--- src/rtl/core/dssv_pkg.sv ---
`timescale 1ns / 1ps
// ----------------------------------------------------------------------------
// dssv_pkg
// Shared types, constants and helpers of the dual-slot save validator.
// ----------------------------------------------------------------------------
package dssv_pkg;

    // Default geometry and register reset
    localparam int unsigned SECTORS_PER_SLOT_DEF = 14;
    localparam logic [31:0] SIG_RESET            = 32'h0801_2025;

    // Slot and overall status codes
    localparam logic [1:0] ST_OK      = 2'd0;
    localparam logic [1:0] ST_ERROR   = 2'd1;
    localparam logic [1:0] ST_EMPTY   = 2'd2;
    localparam logic [1:0] ST_CORRUPT = 2'd3;

    // Input word as it travels through the input register (lowest field last)
    typedef struct packed {
        logic        end_of_scan;
        logic        slot_index;
        logic        end_of_sector;
        logic [31:0] sector_counter;
        logic [15:0] stored_checksum;
        logic [31:0] footer_signature;
        logic [15:0] sector_id;
        logic [31:0] data_word;
    } item_t;

    // Verdict word (lowest field last)
    typedef struct packed {
        logic [1:0]  second_slot_status;
        logic [1:0]  first_slot_status;
        logic [31:0] save_counter;
        logic [1:0]  overall_status;
    } verdict_t;

    localparam int unsigned ITEM_W    = $bits(item_t);
    localparam int unsigned VERDICT_W = $bits(verdict_t);
    localparam int unsigned OUT_TDATA_W = ((VERDICT_W + 7) / 8) * 8;

    // Status of one slot from its signature flag and its full-mask match
    function automatic logic [1:0] slot_state(input logic seen, input logic full);
        logic [1:0] st;
        if (!seen) begin
            st = ST_EMPTY;
        end else if (full) begin
            st = ST_OK;
        end else begin
            st = ST_ERROR;
        end
        return st;
    endfunction

    // Newest of two counters; the wrap pair all-ones / zero picks zero
    function automatic logic [31:0] newest_counter(input logic [31:0] c0,
                                                   input logic [31:0] c1);
        logic [31:0] res;
        if ((c0 == '1 && c1 == '0) || (c0 == '0 && c1 == '1)) begin
            res = '0;
        end else if (c0 < c1) begin
            res = c1;
        end else begin
            res = c0;
        end
        return res;
    endfunction

endpackage

--- src/rtl/core/dssv_slice.sv ---
`timescale 1ns / 1ps
// ----------------------------------------------------------------------------
// dssv_slice
// Register slice with a skid entry: full throughput, registered ready.
// ----------------------------------------------------------------------------
module dssv_slice
    import dssv_pkg::*;
#(
    parameter int unsigned WIDTH = ITEM_W
) (
    input  logic             aclk,
    input  logic             aresetn,
    input  logic             in_valid,
    output logic             in_ready,
    input  logic [WIDTH-1:0] in_data,
    output logic             out_valid,
    input  logic             out_ready,
    output logic [WIDTH-1:0] out_data
);

    logic             valid_reg, valid_next;
    logic             skid_valid_reg, skid_valid_next;
    logic [WIDTH-1:0] data_reg, data_next;
    logic [WIDTH-1:0] skid_data_reg, skid_data_next;

    assign in_ready  = !skid_valid_reg;
    assign out_valid = valid_reg;
    assign out_data  = data_reg;

    // Main register refills from the skid entry first, else from the input
    always_comb begin
        valid_next      = valid_reg;
        data_next       = data_reg;
        skid_valid_next = skid_valid_reg;
        skid_data_next  = skid_data_reg;
        if (out_ready || !valid_reg) begin
            if (skid_valid_reg) begin
                valid_next      = 1'b1;
                data_next       = skid_data_reg;
                skid_valid_next = 1'b0;
            end else begin
                valid_next = in_valid;
                data_next  = in_data;
            end
        end else if (in_valid && in_ready) begin
            skid_valid_next = 1'b1;
            skid_data_next  = in_data;
        end
    end

    always_ff @(posedge aclk) begin
        if (!aresetn) begin
            valid_reg      <= 1'b0;
            skid_valid_reg <= 1'b0;
        end else begin
            valid_reg      <= valid_next;
            skid_valid_reg <= skid_valid_next;
        end
        data_reg      <= data_next;
        skid_data_reg <= skid_data_next;
    end

endmodule

--- src/rtl/core/dssv_scan.sv ---
`timescale 1ns / 1ps
// ----------------------------------------------------------------------------
// dssv_scan
// Per-word sector checksum, slot masks and counters, and the scan verdict.
// ----------------------------------------------------------------------------
module dssv_scan
    import dssv_pkg::*;
#(
    parameter int unsigned SECTORS_PER_SLOT = SECTORS_PER_SLOT_DEF
) (
    input  logic        aclk,
    input  logic        aresetn,
    input  logic        cfg_wen,
    input  logic [31:0] cfg_wdata,
    input  logic        item_valid,
    output logic        item_ready,
    input  item_t       item,
    output logic        res_valid,
    input  logic        res_ready,
    output verdict_t    res
);

    localparam int unsigned MASK_W = SECTORS_PER_SLOT + 1;
    localparam int unsigned IDX_W  = $clog2(MASK_W);
    localparam logic [MASK_W-1:0] FULL_MASK = {1'b0, {SECTORS_PER_SLOT{1'b1}}};
    localparam logic [MASK_W-1:0] STRAY_BIT = {1'b1, {SECTORS_PER_SLOT{1'b0}}};
    localparam logic [15:0] ID_LIMIT = 16'(SECTORS_PER_SLOT);

    logic [31:0]       sig_reg;
    logic [31:0]       word_sum_reg, word_sum_next;
    logic [MASK_W-1:0] mask_reg [2];
    logic [MASK_W-1:0] mask_next [2];
    logic              seen_reg [2];
    logic              seen_next [2];
    logic [31:0]       cnt_reg [2];
    logic [31:0]       cnt_next [2];

    logic              fire;
    logic [31:0]       sum_new;
    logic [15:0]       folded;
    logic              sig_hit;
    logic              sector_good;
    logic [MASK_W-1:0] id_bit;
    logic [1:0]        st0, st1;

    // Whole pipeline moves only when the result side can take a word
    assign item_ready = res_ready;
    assign fire       = item_valid && res_ready;

    // Sector checksum: running sum folded high half plus low half
    assign sum_new     = word_sum_reg + item.data_word;
    assign folded      = sum_new[31:16] + sum_new[15:0];
    assign sig_hit     = item.end_of_sector && (item.footer_signature == sig_reg);
    assign sector_good = sig_hit && (item.stored_checksum == folded);
    assign id_bit      = (item.sector_id < ID_LIMIT)
                       ? (MASK_W'(1) << item.sector_id[IDX_W-1:0]) : STRAY_BIT;

    // Slot state after this word
    always_comb begin
        for (int s = 0; s < 2; s++) begin
            mask_next[s] = mask_reg[s];
            seen_next[s] = seen_reg[s];
            cnt_next[s]  = cnt_reg[s];
            if (item.slot_index == 1'(s)) begin
                if (sig_hit) begin
                    seen_next[s] = 1'b1;
                end
                if (sector_good) begin
                    mask_next[s] = mask_reg[s] | id_bit;
                    cnt_next[s]  = item.sector_counter;
                end
            end
        end
        word_sum_next = (item.end_of_sector || item.end_of_scan) ? '0 : sum_new;
    end

    // Verdict from the state including this word
    assign st0 = slot_state(seen_next[0], mask_next[0] == FULL_MASK);
    assign st1 = slot_state(seen_next[1], mask_next[1] == FULL_MASK);

    always_comb begin
        res.first_slot_status  = st0;
        res.second_slot_status = st1;
        if (st0 == ST_OK && st1 == ST_OK) begin
            res.save_counter   = newest_counter(cnt_next[0], cnt_next[1]);
            res.overall_status = ST_OK;
        end else if (st0 == ST_OK) begin
            res.save_counter   = cnt_next[0];
            res.overall_status = (st1 == ST_ERROR) ? ST_ERROR : ST_OK;
        end else if (st1 == ST_OK) begin
            res.save_counter   = cnt_next[1];
            res.overall_status = (st0 == ST_ERROR) ? ST_ERROR : ST_OK;
        end else if (st0 == ST_EMPTY && st1 == ST_EMPTY) begin
            res.save_counter   = '0;
            res.overall_status = ST_EMPTY;
        end else begin
            res.save_counter   = '0;
            res.overall_status = ST_CORRUPT;
        end
    end

    assign res_valid = item_valid && item.end_of_scan;

    // State registers; a scan end clears masks, flags and the sum
    always_ff @(posedge aclk) begin
        if (!aresetn) begin
            sig_reg      <= SIG_RESET;
            word_sum_reg <= '0;
            for (int s = 0; s < 2; s++) begin
                mask_reg[s] <= '0;
                seen_reg[s] <= 1'b0;
            end
        end else begin
            if (cfg_wen) begin
                sig_reg <= cfg_wdata;
            end
            if (fire) begin
                word_sum_reg <= word_sum_next;
                for (int s = 0; s < 2; s++) begin
                    mask_reg[s] <= item.end_of_scan ? '0 : mask_next[s];
                    seen_reg[s] <= item.end_of_scan ? 1'b0 : seen_next[s];
                end
            end
        end
        // Counters are only read for an ok slot, which wrote them this scan
        if (fire) begin
            for (int s = 0; s < 2; s++) begin
                cnt_reg[s] <= cnt_next[s];
            end
        end
    end

    // Scan end leaves no slot state behind
    a_scan_clears: assert property (@(posedge aclk) disable iff (!aresetn)
        fire && item.end_of_scan |=> !seen_reg[0] && !seen_reg[1]
            && mask_reg[0] == '0 && mask_reg[1] == '0 && word_sum_reg == '0)
        else $error("slot state not cleared after scan end");

    // A finished sector restarts the running sum
    a_sector_sum: assert property (@(posedge aclk) disable iff (!aresetn)
        fire && item.end_of_sector |=> word_sum_reg == '0)
        else $error("sector sum not restarted");

    // Empty verdict needs both slots empty and a zero counter
    a_empty: assert property (@(posedge aclk) disable iff (!aresetn)
        res_valid && res.overall_status == ST_EMPTY |->
            st0 == ST_EMPTY && st1 == ST_EMPTY && res.save_counter == '0)
        else $error("inconsistent empty verdict");

    // Corrupt verdict means no slot is ok
    a_corrupt: assert property (@(posedge aclk) disable iff (!aresetn)
        res_valid && res.overall_status == ST_CORRUPT |->
            st0 != ST_OK && st1 != ST_OK && res.save_counter == '0)
        else $error("inconsistent corrupt verdict");

endmodule

--- src/rtl/core/dual_slot_save_validator.sv ---
`timescale 1ns / 1ps
// ----------------------------------------------------------------------------
// dual_slot_save_validator
// A/B save slot validation with a sequence counter over a flash word stream.
// ----------------------------------------------------------------------------
// Takes one 32-bit data word per clock, with sector footer fields on the last
// word of each sector, and keeps taking one word per clock while the verdict
// port is stalled, until the skid entries of the two register slices fill.
// A word passes the input register, then the checksum, mask and verdict logic
// into the output register, from which the verdict goes out on the master side.
// The slot masks, signature flags and running sum are cleared by the scan
// end word, so the next scan may follow in the very next cycle. The user
// must write the signature register through cfg_wen/cfg_wdata only while
// the block is idle; the block itself does not enforce this.
module dual_slot_save_validator
    import dssv_pkg::*;
#(
    parameter int unsigned SECTORS_PER_SLOT = SECTORS_PER_SLOT_DEF
) (
    input  logic                   aclk,
    input  logic                   aresetn,
    // Signature register write
    input  logic                   cfg_wen,
    input  logic [31:0]            cfg_wdata,
    // Input words
    input  logic                   s_axis_tvalid,
    output logic                   s_axis_tready,
    // data_word[31:0], sector_id[47:32], footer_signature[79:48],
    // stored_checksum[95:80], sector_counter[127:96]
    input  logic [127:0]           s_axis_tdata,
    // end_of_sector[0], slot_index[1]
    input  logic [1:0]             s_axis_tuser,
    // end_of_scan
    input  logic                   s_axis_tlast,
    // Verdict words
    output logic                   m_axis_tvalid,
    input  logic                   m_axis_tready,
    // overall_status[1:0], save_counter[33:2], first_slot_status[35:34],
    // second_slot_status[37:36], zero pad above
    output logic [OUT_TDATA_W-1:0] m_axis_tdata
);

    item_t    in_word;
    item_t    item;
    logic     item_valid, item_ready;
    verdict_t res;
    logic     res_valid, res_ready;
    logic [VERDICT_W-1:0] out_word;

    // Unpack the input word
    always_comb begin
        in_word.data_word        = s_axis_tdata[31:0];
        in_word.sector_id        = s_axis_tdata[47:32];
        in_word.footer_signature = s_axis_tdata[79:48];
        in_word.stored_checksum  = s_axis_tdata[95:80];
        in_word.sector_counter   = s_axis_tdata[127:96];
        in_word.end_of_sector    = s_axis_tuser[0];
        in_word.slot_index       = s_axis_tuser[1];
        in_word.end_of_scan      = s_axis_tlast;
    end

    // Input register
    dssv_slice #(
        .WIDTH (ITEM_W)
    ) u_in_slice (
        .aclk      (aclk),
        .aresetn   (aresetn),
        .in_valid  (s_axis_tvalid),
        .in_ready  (s_axis_tready),
        .in_data   (in_word),
        .out_valid (item_valid),
        .out_ready (item_ready),
        .out_data  (item)
    );

    // Sector checks and verdict
    dssv_scan #(
        .SECTORS_PER_SLOT (SECTORS_PER_SLOT)
    ) u_scan (
        .aclk       (aclk),
        .aresetn    (aresetn),
        .cfg_wen    (cfg_wen),
        .cfg_wdata  (cfg_wdata),
        .item_valid (item_valid),
        .item_ready (item_ready),
        .item       (item),
        .res_valid  (res_valid),
        .res_ready  (res_ready),
        .res        (res)
    );

    // Output register
    dssv_slice #(
        .WIDTH (VERDICT_W)
    ) u_out_slice (
        .aclk      (aclk),
        .aresetn   (aresetn),
        .in_valid  (res_valid),
        .in_ready  (res_ready),
        .in_data   (res),
        .out_valid (m_axis_tvalid),
        .out_ready (m_axis_tready),
        .out_data  (out_word)
    );

    assign m_axis_tdata = OUT_TDATA_W'(out_word);

endmodule
--- config.mk ---
export PLATFORM = sky130hd
export DESIGN_NAME = dual_slot_save_validator
export DESIGN_NICKNAME = d
export VERILOG_FILES = /design/src/rtl/core/dssv_pkg.sv /design/src/rtl/core/dssv_slice.sv /design/src/rtl/core/dssv_scan.sv /design/src/rtl/core/dual_slot_save_validator.sv
export SDC_FILE = /design/constraint.sdc
export NUM_CORES = 1
export LEC_CHECK = 0
export ABC_AREA = 1
export BUFFER_PORTS_ARGS = -buffer_cell sky130_fd_sc_hd__buf_4
export CAP_MARGIN = 30
export CORE_MARGIN = 2
export CORE_UTILIZATION = 40
export DETAILED_ROUTE_END_ITERATION = 8
export PLACE_DENSITY = 0.68
export SYNTH_ARGS = -nofsm -noshare
export SYNTH_HDL_FRONTEND = slang
export SYNTH_SLANG_ARGS = --single-unit
export TNS_END_PERCENT = 100
--- constraint.sdc ---
create_clock -name aclk -period 35 [get_ports aclk]
set_input_delay 1.75 -clock aclk [delete_from_list [all_inputs] [get_ports aclk]]
set_output_delay 1.75 -clock aclk [all_outputs]
set_load 0.005 [all_outputs]
==> flow_summary_export.csv, run 1 <==
group,metric,value,unit
synth,synth_edf_count,434,
critical_path,startpoint_type,"flop",
power,power_density,47.8,mW/mm^2
routing,wl_met2,28.9,mm
routing,wire_per_inst,16.7,um
timing,fin_crit_sh,0.267,
global_routing,grt_pass1_vias,18800,
timing,tightest_slew,1.00,ns
cts,cts_tree,"done",
global_routing,grt_pass1_wl,104,mm
layout,areaGrowthSynthToFinish,17.0,%
floorplanning,fp.coreArea,0.0632,mm^2
place,io_buffers,207,
critical_path,slowest_stage,"o21ai_0",
timing,fmax,107,MHz
cts,ctsHtreeMaxLevel,2,
critical_path,crit_arrival,9.73,ns
critical_path,crit_type,"flop to flop",
layout,fin_area,0.0300,mm^2
synth,yosys_warnings,0,
critical_path,crit_buf_inv,5,
synth,postSynthAreaPerCell,9.02,um^2
synth,synth-seq-area-share,0.561,
global_routing,grt_start_max_net_pins,72,
timing,hold_viol,0,
layout,final_util,0.475,
cts,postCtsSetupRepairBufs,0,
cts,postCtsResizedCells,0,
layout,final_nets,3279,
timing,rsz0062_at_grt,"no",
global_routing,track_usage,0.196,
floorplanning,ioPinCount,210,
timing,setup_viol,0,
outcome,status,"finished, final reports clean",
timing,fin_crit,9.35,ns
cts,clock_latency,0.62,ns
place,post_dp_cell_area,0.0280,mm^2
timing,tns,0,ns
place,pre_cts_ws,25.58,ns
routing,vias,19700,
routing,ant_nets,0,
routing,drc_errors,0,
layout,nFillCells,5943,
cts,ctsHoldBuffers,0,
routing,wl,65.5,mm
timing,slew_violations,0,
floorplanning,die_h,257,um
power,power.leakage,13.5,nW
critical_path,cp_top_family,"compound AO/OA/AOI/OAI gates",
synth,yosysUniqueCellTypes,57,
cts,cts_buffer_depth,3,
layout,layout-drive-gt1-share,0.140,
synth,synth_ff_type,"edfxtp_1",
synth,synth_cells,2841,
floorplanning,die-width,257,um
critical_path,crit_top_cell,"nand2_1",
routing,drt_first_iter_violations,1610,
place,detailedPlacementHpwl,46.1,mm
timing,setup_ws,25.65,ns
routing,viasPerCell,5.01,
cts,numCtsBuffers,55,
routing,routed.top_layer,"met5",
hold_path,hp-class,"flop to flop",
place,gp_congestion,0.903,
critical_path,cp_data_required_time,35.38,ns
synth,synth-seq-cells,502,
layout,multi_input_area,0.00952,mm^2
timing,slew_headroom,0.331,
power,vdd_drop_max,0.0428,mV
run,maxCapViolCount,0,
critical_path,max_stage_delay,0.91,ns
floorplanning,die_area,0.0661,mm^2
critical_path,critPathCaptureType,"flop",
synth,yosys.area.top_type,"edfxtp_1",
synth,synth.top_cell.area_share,0.508,
timing,fin_worst_skew,0.0339,ns
routing,wl_met1,29.6,mm
cts,numClockSinks,502,
routing,dr.pass1.iters,6,
cts,path_clk_slew,0.06,ns
synth,netlist_area,0.0256,mm^2
global_routing,grt-ovfl-total,0,
synth,synth.top_cells.by_count,"967 x nand2_1, 434 x edfxtp_1, 319 x inv_1",
critical_path,worst-path-max-fanout,33,
synth,synth_most_common_cell,"nand2_1",
synth,synthTopCellsByArea,"edfxtp_1 51%, nand2_1 14%, dfxtp_1 5.3%",
floorplanning,start_util,0.406,
layout,regArea,0.0144,mm^2
routing,met3_length,5.44,mm
floorplanning,rows,92,
synth,async_reset_ff_frac,0,
cts,clockRootBuffer,"clkbuf_16",
global_routing,antenna_found_initial,8,
## layout make-up
type                       instances  share of cell area
sequential                       502               0.480
multi-input combinational       1907               0.317
timing repair buffer             232              0.0605
clock buffer                      68              0.0502
inverter                         336              0.0424
tap                              846              0.0353
clock inverter                    35              0.0141
antenna                            1           0.0000834
## cells by family (layout without fill, tap and decap cells)
group | Yosys count | count (layout) | synth area share
buf+inv | 433 | 671 | 0.0687
flops | 502 | 502 | 0.561
compound gates | 296 | 296 | 0.0651
xor+xnor | 48 | 48 | 0.0167
fa+ha+maj | 77 | 77 | 0.0382
other cells | 1 | 3 | 0.000146
simple gates | 1484 | 1484 | 0.250
## where the power goes
group          switching (mW)  internal [mW]
clock network           0.251          0.366
logic                  0.0905         0.0529
registers             0.00830          0.667
total                   0.350           1.09
## layer usage
metal,vias up,GRT usage
met2,677,0.302
met5,-,0
met4,14,0.0520
li1,9839,-
met3,110,0.0490
met1,9053,0.275
## layout by cell type (no fill, tap or decap), types with 32 or more instances in the layout
| cell | synthesis | layout |
|---|---|---|
| nand2_1 | 967 | 965 |
| edfxtp_1 | 434 | 434 |
| inv_1 | 319 | 318 |
| buf_4 | 5 | 228 |
| nand3_1 | 184 | 184 |
| nor2_1 | 156 | 156 |
| a21oi_1 | 93 | 93 |
| o21ai_0 | 91 | 91 |
| ha_1 | 75 | 75 |
| dfxtp_1 | 68 | 67 |
| nand4_1 | 63 | 63 |
| clkbuf_16 | 0 | 56 |
| or2_2 | 35 | 35 |
| o22ai_1 | 32 | 32 |
## stage by stage
stage                     instances  hold slack (ns)  total power [mW]
after floorplan                2842            0.444             0.778
after global placement         3819            0.454             0.828
after detailed placement       3821            0.462             0.830
after CTS                      3924            0.472              1.45
after global routing           3926            0.496              1.49
final                          3927            0.473              1.44
## tightest hold or removal path: cells and delay by family, from the launching register on
| family | cells | cell delay, ns |
|---|---|---|
| DFF | 1 | 0.31 |
| and+or+nand+nor | 2 | 0.12 |
## path summary, 6_finish.rpt
| check | start | end | slack (ns) | cells past startpoint |
|---|---|---|---|---|
| worst max-delay path | u_in_slice.out_data[0] | u_out_slice.out_data[16] | 25.65 | 45 |
| worst min-delay path | u_scan.word_sum_reg[5] | u_scan.word_sum_reg[5] | 0.47 | 2 |
| worst max register to register | u_in_slice.out_data[0] | u_out_slice.out_data[16] | 25.65 | 45 |
| worst min register to register | u_scan.word_sum_reg[5] | u_scan.word_sum_reg[5] | 0.47 | 2 |
Note: power is estimated with default switching activity, not from simulation.
==> run 2, diff against run 1 <==
--- a/config.mk
+++ b/config.mk
@@ -11,7 +11,7 @@
 export CORE_MARGIN = 2
 export CORE_UTILIZATION = 40
 export DETAILED_ROUTE_END_ITERATION = 8
-export PLACE_DENSITY = 0.68
+export PLACE_DENSITY = 0.7
 export SYNTH_ARGS = -nofsm -noshare
 export SYNTH_HDL_FRONTEND = slang
 export SYNTH_SLANG_ARGS = --single-unit
==> constraint.sdc (replaced) <==
create_clock -name aclk -period 8.2 [get_ports aclk]
set_input_delay 0.41 -clock aclk [delete_from_list [all_inputs] [get_ports aclk]]
set_output_delay 0.41 -clock aclk [all_outputs]
set_load 0.005 [all_outputs]
==> run 2 against run 1 <==
Final cell count is 5.3% higher. Final area is 6.4% higher. Power grew to 4.2 times the previous value. Global-route usage is 0.98 points higher. Highest routed layer unchanged.
==> flow_summary_export.csv, run 2 (same netlist as run 1, synthesis figures left out) <==
group,metric,value,unit
cts,numCtsBuffers,56,
cts,clockRootBuffer,"clkbuf_16",
cts,ctsHtreeMaxLevel,2,
cts,cts_tree,"done",
global_routing,antenna_found_initial,6,
layout,instances_no_fill,4136,
floorplanning,die-width,257,um
routing,dr.pass1.iters,5,
hold_path,hp-class,"input pin to flop",
global_routing,grt_use_met2,0.321,
critical_path,crit_arrival,8.08,ns
routing,wire_per_inst,16.9,um
global_routing,busiest_layer,"met2",
global_routing,use_met3,0.0379,
routing,wl,69.8,mm
floorplanning,die_area,0.0661,mm^2
timing,slew_headroom,0.374,
place,gp_congestion,0.936,
global_routing,grt_start_max_net_pins,81,
global_routing,grt-ovfl-total,0,
cts,clock_latency,0.63,ns
cts,numClockSinks,502,
critical_path,rr_worst_depth,50,
layout,nFillCells,5752,
timing,fin_crit,7.69,ns
timing,slew_violations,0,
place,dp.cells,3878,
power,power.leakage,14.4,nW
floorplanning,fp.coreArea,0.0632,mm^2
timing,fin_crit_sh,0.938,
floorplanning,start_util,0.406,
cts,path_clk_slew,0.06,ns
run,maxCapViolCount,0,
timing,tns,0,ns
power,vdd_drop_max,0.159,mV
global_routing,grt_pass1_wl,109,mm
layout,final_common_cell,"nand2_1",
floorplanning,ioPinCount,210,
global_routing,grt_pass1_vias,20100,
global_routing,grt_use_met1,0.291,
power,switching_share,0.250,
hold_path,hold_depth,3,
layout,multi_input_area,0.00965,mm^2
power,p_clk_frac,0.401,
floorplanning,rows,92,
place,detailedPlacementHpwl,46.6,mm
layout,areaGrowthSynthToFinish,24.5,%
layout,layout-drive-gt1-share,0.156,
outcome,status,"finished, final reports clean",
layout,final_util,0.505,
timing,fmax,130,MHz
power,seq_power_share,0.481,
timing,setup_viol,0,
cts,cts_buffer_depth,3,
critical_path,slowest_stage,"fa_1",
power,p_switching,1.50,mW
timing,tightest_slew,0.936,ns
critical_path,startpoint_type,"flop",
routing,vias,20800,
layout,regArea,0.0144,mm^2
timing,hold_viol,0,
routing,viasPerCell,5.03,
critical_path,max_stage_delay,0.41,ns
layout,final_cell_mix,"961 x nand2_1, 434 x edfxtp_1, 318 x inv_1, 293 x buf_4, 184 x nand3_1",
routing,ant_nets,0,
routing,drc_errors,0,
power,p_int,4.50,mW
critical_path,worst-path-max-fanout,16,
critical_path,crit_top_cell,"nand2_1",
global_routing,track_usage,0.206,
critical_path,cp_data_required_time,8.59,ns
critical_path,crit_type,"flop to flop",
power,power_density,188,mW/mm^2
power,combPwrFrac,0.118,
routing,drt_first_iter_violations,1750,
timing,fin_worst_skew,0.0356,ns
place,io_buffers,207,
critical_path,critPathCaptureType,"flop",
layout,final_nets,3491,
floorplanning,die_h,257,um
-- run 2: changes by cell type in the layout (fill, tap and decap cells not counted), sizes merged --
cell / change
diode: +3
dlygate4sd3: +136
clkbuf: +13
inv: +3
clkinvlp: -1
bufinv: -6
clkinv: -9
buf: +70
-- run 2: layout make-up --
cell class / instances / area share
Sequential cell: 502 / 0.451
Multi-Input combinational cell: 1907 / 0.302
Timing Repair Buffer: 439 / 0.118
Clock buffer: 80 / 0.0480
Inverter: 336 / 0.0404
Tap cell: 846 / 0.0332
Clock inverter: 18 / 0.00529
Timing Repair inverter: 4 / 0.00125
Antenna cell: 4 / 0.000314
-- run 2: path summary, 6_finish.rpt --
kind	from	end	slack, ns
setup / recovery	u_in_slice.out_data[0]	u_out_slice.out_data[33]	0.51
setup reg to reg	u_in_slice.out_data[0]	u_out_slice.out_data[33]	0.51
hold / removal	cfg_wdata[10]	u_scan.sig_reg[10]	0.04
hold reg to reg	u_scan.sig_reg[7]	u_scan.sig_reg[7]	0.47
-- run 2: power groups by stage --
stage               combinational [mW]  sequential, mW  clock [mW]
finish                           0.709            2.88        2.40
global route                     0.786            2.89        2.54
CTS                              0.682            2.88        2.45
detailed placement               0.623            2.94           0
global placement                 0.616            2.93           0
floorplan                        0.396            2.92           0
-- run 2: through the flow --
stage | cell area, um^2 | setup WS (ns) | hold slack (ns) | power [mW]
floorplan | 25700 | 0.786 | 0.444 | 3.32
global placement | 28400 | 0.0161 | 0.457 | 3.55
detailed placement | 28500 | -0.0790 | 0.462 | 3.56
CTS | 31500 | 0.0512 | 0.00303 | 6.01
global route | 31900 | -0.0402 | 0.0306 | 6.22
finish | 31900 | 0.512 | 0.0354 | 5.99
-- run 2: timing repair --
item / CTS / global route
cloned: 0 / 5
setup endpoints to repair: 32 / 66
gates resized for setup: 2 / 52
endpoints found under the hold margin: 136 / 0
setup buffers: 0 / 13
pin swaps: 0 / 11
hold buffers: 136 / 0
-- run 2: metal layers --
metal  wire (um)  vias up
met5          24        -
met4        1860        4
met3        4820      114
met2       31500      699
met1       31600     9712
li1            -    10300
-- run 2: worst max-delay path: cells and delay by family, from the launching register on --
| family | cells | cell delay, ns |
|---|---|---|
| DFF | 1 | 0.37 |
| AOI/OAI and AO/OA | 9 | 1.19 |
| buffers and inverters | 9 | 0.96 |
| adders and majority gates | 4 | 1.32 |
| and+or+nand+nor | 27 | 3.36 |
| xor gates and xnor gates | 1 | 0.27 |
==> run 3, diff against run 2 <==
--- a/config.mk
+++ b/config.mk
@@ -8,10 +8,11 @@
 export ABC_AREA = 1
 export BUFFER_PORTS_ARGS = -buffer_cell sky130_fd_sc_hd__buf_4
 export CAP_MARGIN = 30
-export CORE_MARGIN = 2
+export CORE_MARGIN = 8
 export CORE_UTILIZATION = 40
 export DETAILED_ROUTE_END_ITERATION = 8
-export PLACE_DENSITY = 0.7
+export GPL_TIMING_DRIVEN = 0
+export PLACE_DENSITY = 0.68
 export SYNTH_ARGS = -nofsm -noshare
 export SYNTH_HDL_FRONTEND = slang
 export SYNTH_SLANG_ARGS = --single-unit
==> constraint.sdc (replaced) <==
create_clock -name aclk -period 8.6 [get_ports aclk]
set_input_delay 0.43 -clock aclk [delete_from_list [all_inputs] [get_ports aclk]]
set_output_delay 0.43 -clock aclk [all_outputs]
set_load 0.005 [all_outputs]
==> run 3 against run 2 <==
Combinational power fell by 7.9%. Largest power group unchanged. Routed wire length down 0.56%. First-iteration DRC count shrank 16%. Clock power hardly changed.
==> flow_summary_export.csv, run 3 (same netlist as run 1, synthesis figures left out) <==
group,metric,value,unit
outcome,status,"finished, final reports clean",
floorplanning,ioPinCount,210,
cts,clock_latency,0.62,ns
global_routing,grt_pass1_wl,109,mm
cts,cts_buffer_depth,3,
critical_path,setup.worst_path.start,"u_in_slice.out_data[0]",
critical_path,max_stage_delay,0.40,ns
timing,setup_ws,0.526,ns
critical_path,crit_top_cell,"nand2_1",
routing,drt_first_iter_violations,1467,
place,pre_cts_ws,-0.684,ns
routing,drc_errors,0,
cts,path_clk_slew,0.06,ns
floorplanning,start_util,0.401,
place,gp_congestion,0.908,
layout,multi_input_area,0.00965,mm^2
routing,dr.pass1.iters,5,
cts,numCtsBuffers,55,
cts,ctsHtreeMaxLevel,2,
floorplanning,die_area,0.0725,mm^2
critical_path,crit_arrival,8.45,ns
critical_path,startpoint_type,"flop",
layout,regArea,0.0144,mm^2
layout,final_common_cell,"nand2_1",
routing,wl,69.4,mm
timing,slew_violations,0,
hold_path,min_from,"s_axis_tdata[81]",
global_routing,grt_start_max_net_pins,110,
timing,slew_headroom,0.320,
critical_path,cp_data_required_time,8.98,ns
timing,tightest_slew,1.02,ns
routing,wire_per_inst,16.7,um
routing,vias,20500,
layout,final_nets,3488,
cts,cts_tree,"done",
global_routing,grt-ovfl-total,0,
global_routing,grt_pass1_vias,19800,
timing,fmax,124,MHz
routing,ant_nets,0,
critical_path,crit_type,"flop to flop",
floorplanning,die-width,269,um
layout,areaGrowthSynthToFinish,23.9,%
power,power.leakage,14.2,nW
routing,viasPerCell,4.94,
run,maxCapViolCount,0,
timing,tns,0,ns
layout,final_cell_mix,"961 x nand2_1, 434 x edfxtp_1, 317 x inv_1, 220 x buf_4, 184 x nand3_1",
timing,setup_viol,0,
timing,fin_crit_sh,0.939,
critical_path,r2r-start,"u_in_slice.out_data[0]",
timing,hold_viol,0,
cts,numClockSinks,502,
power,power.total,5.77,mW
place,dp.cells,3918,
power,power_density,182,mW/mm^2
cts,clockRootBuffer,"clkbuf_16",
timing,fin_crit,8.07,ns
hold_path,hp-class,"input pin to flop",
floorplanning,fp.coreArea,0.0639,mm^2
place,detailedPlacementHpwl,52.3,mm
global_routing,antenna_found_initial,14,
timing,hold_ws,0.0266,ns
critical_path,critPathCaptureType,"flop",
floorplanning,rows,93,
critical_path,slowest_stage,"edfxtp_1",
critical_path,rrSetupSlack,0.53,ns
global_routing,track_usage,0.185,
place,io_buffers,206,
timing,fin_worst_skew,0.0340,ns
layout,layout-drive-gt1-share,0.146,
layout,nFillCells,5906,
power,vdd_drop_max,0.160,mV
floorplanning,die_h,269,um
critical_path,worst-path-max-fanout,10,
layout,instances_no_fill,4152,
run 3: metal layers:
layer,share of wire,up-vias,global-route usage
li1,-,10300,-
met1,0.45,9499,0.254
met2,0.46,627,0.298
met3,0.061,122,0.0306
met4,0.028,8,0.0590
met5,0.00058,-,0
run 3: layout make-up:
class                   count  share of cell area
multi-input cells        1907               0.304
repair buffers            344              0.0959
inverters                 336              0.0402
well taps                 855              0.0337
flip-flops and latches    502               0.453
clock inverters            23             0.00898
clock buffers              79              0.0474
diodes                      9            0.000709
plain buffers              97              0.0162
run 3: critical path: cells and delay by family, from the launching register on:
kind,cells,cell delay (ns)
xor+xnor,3,0.52
flops,1,0.40
simple gates,17,2.02
buf+inv,8,1.06
fa+ha+maj,4,1.33
compound gates,15,2.53
run 3: repair_timing:
action | CTS | global route
pin swaps | 2 | 7
endpoints found under the setup margin | 64 | 64
endpoints found under the hold margin | 116 | 0
resized for setup | 21 | 52
hold buffers | 116 | 0
setup buffers | 3 | 4
run 3: metrics by stage:
step	cell area, um^2	util
after floorplan	25700	-
after global placement	28300	0.443
after detailed placement	28600	0.447
after CTS	31600	0.494
after global routing	31800	0.497
final	31800	0.497
run 3: report_power, final:
group          switching, mW  internal (mW)  leakage, nW
registers             0.0326           2.71         4.78
logic                  0.389          0.264         8.52
clock network          0.968           1.40        0.874
total                   1.39           4.38         14.2
run 3: path summary, 6_finish.rpt:
| path | cells past startpoint | end |
|---|---|---|
| max | 47 | u_out_slice.out_data[33] |
| min | 1 | u_in_slice.skid_data_reg[81] |
| max reg2reg | 47 | u_out_slice.out_data[33] |
| min reg2reg | 2 | u_scan.sig_reg[25] |
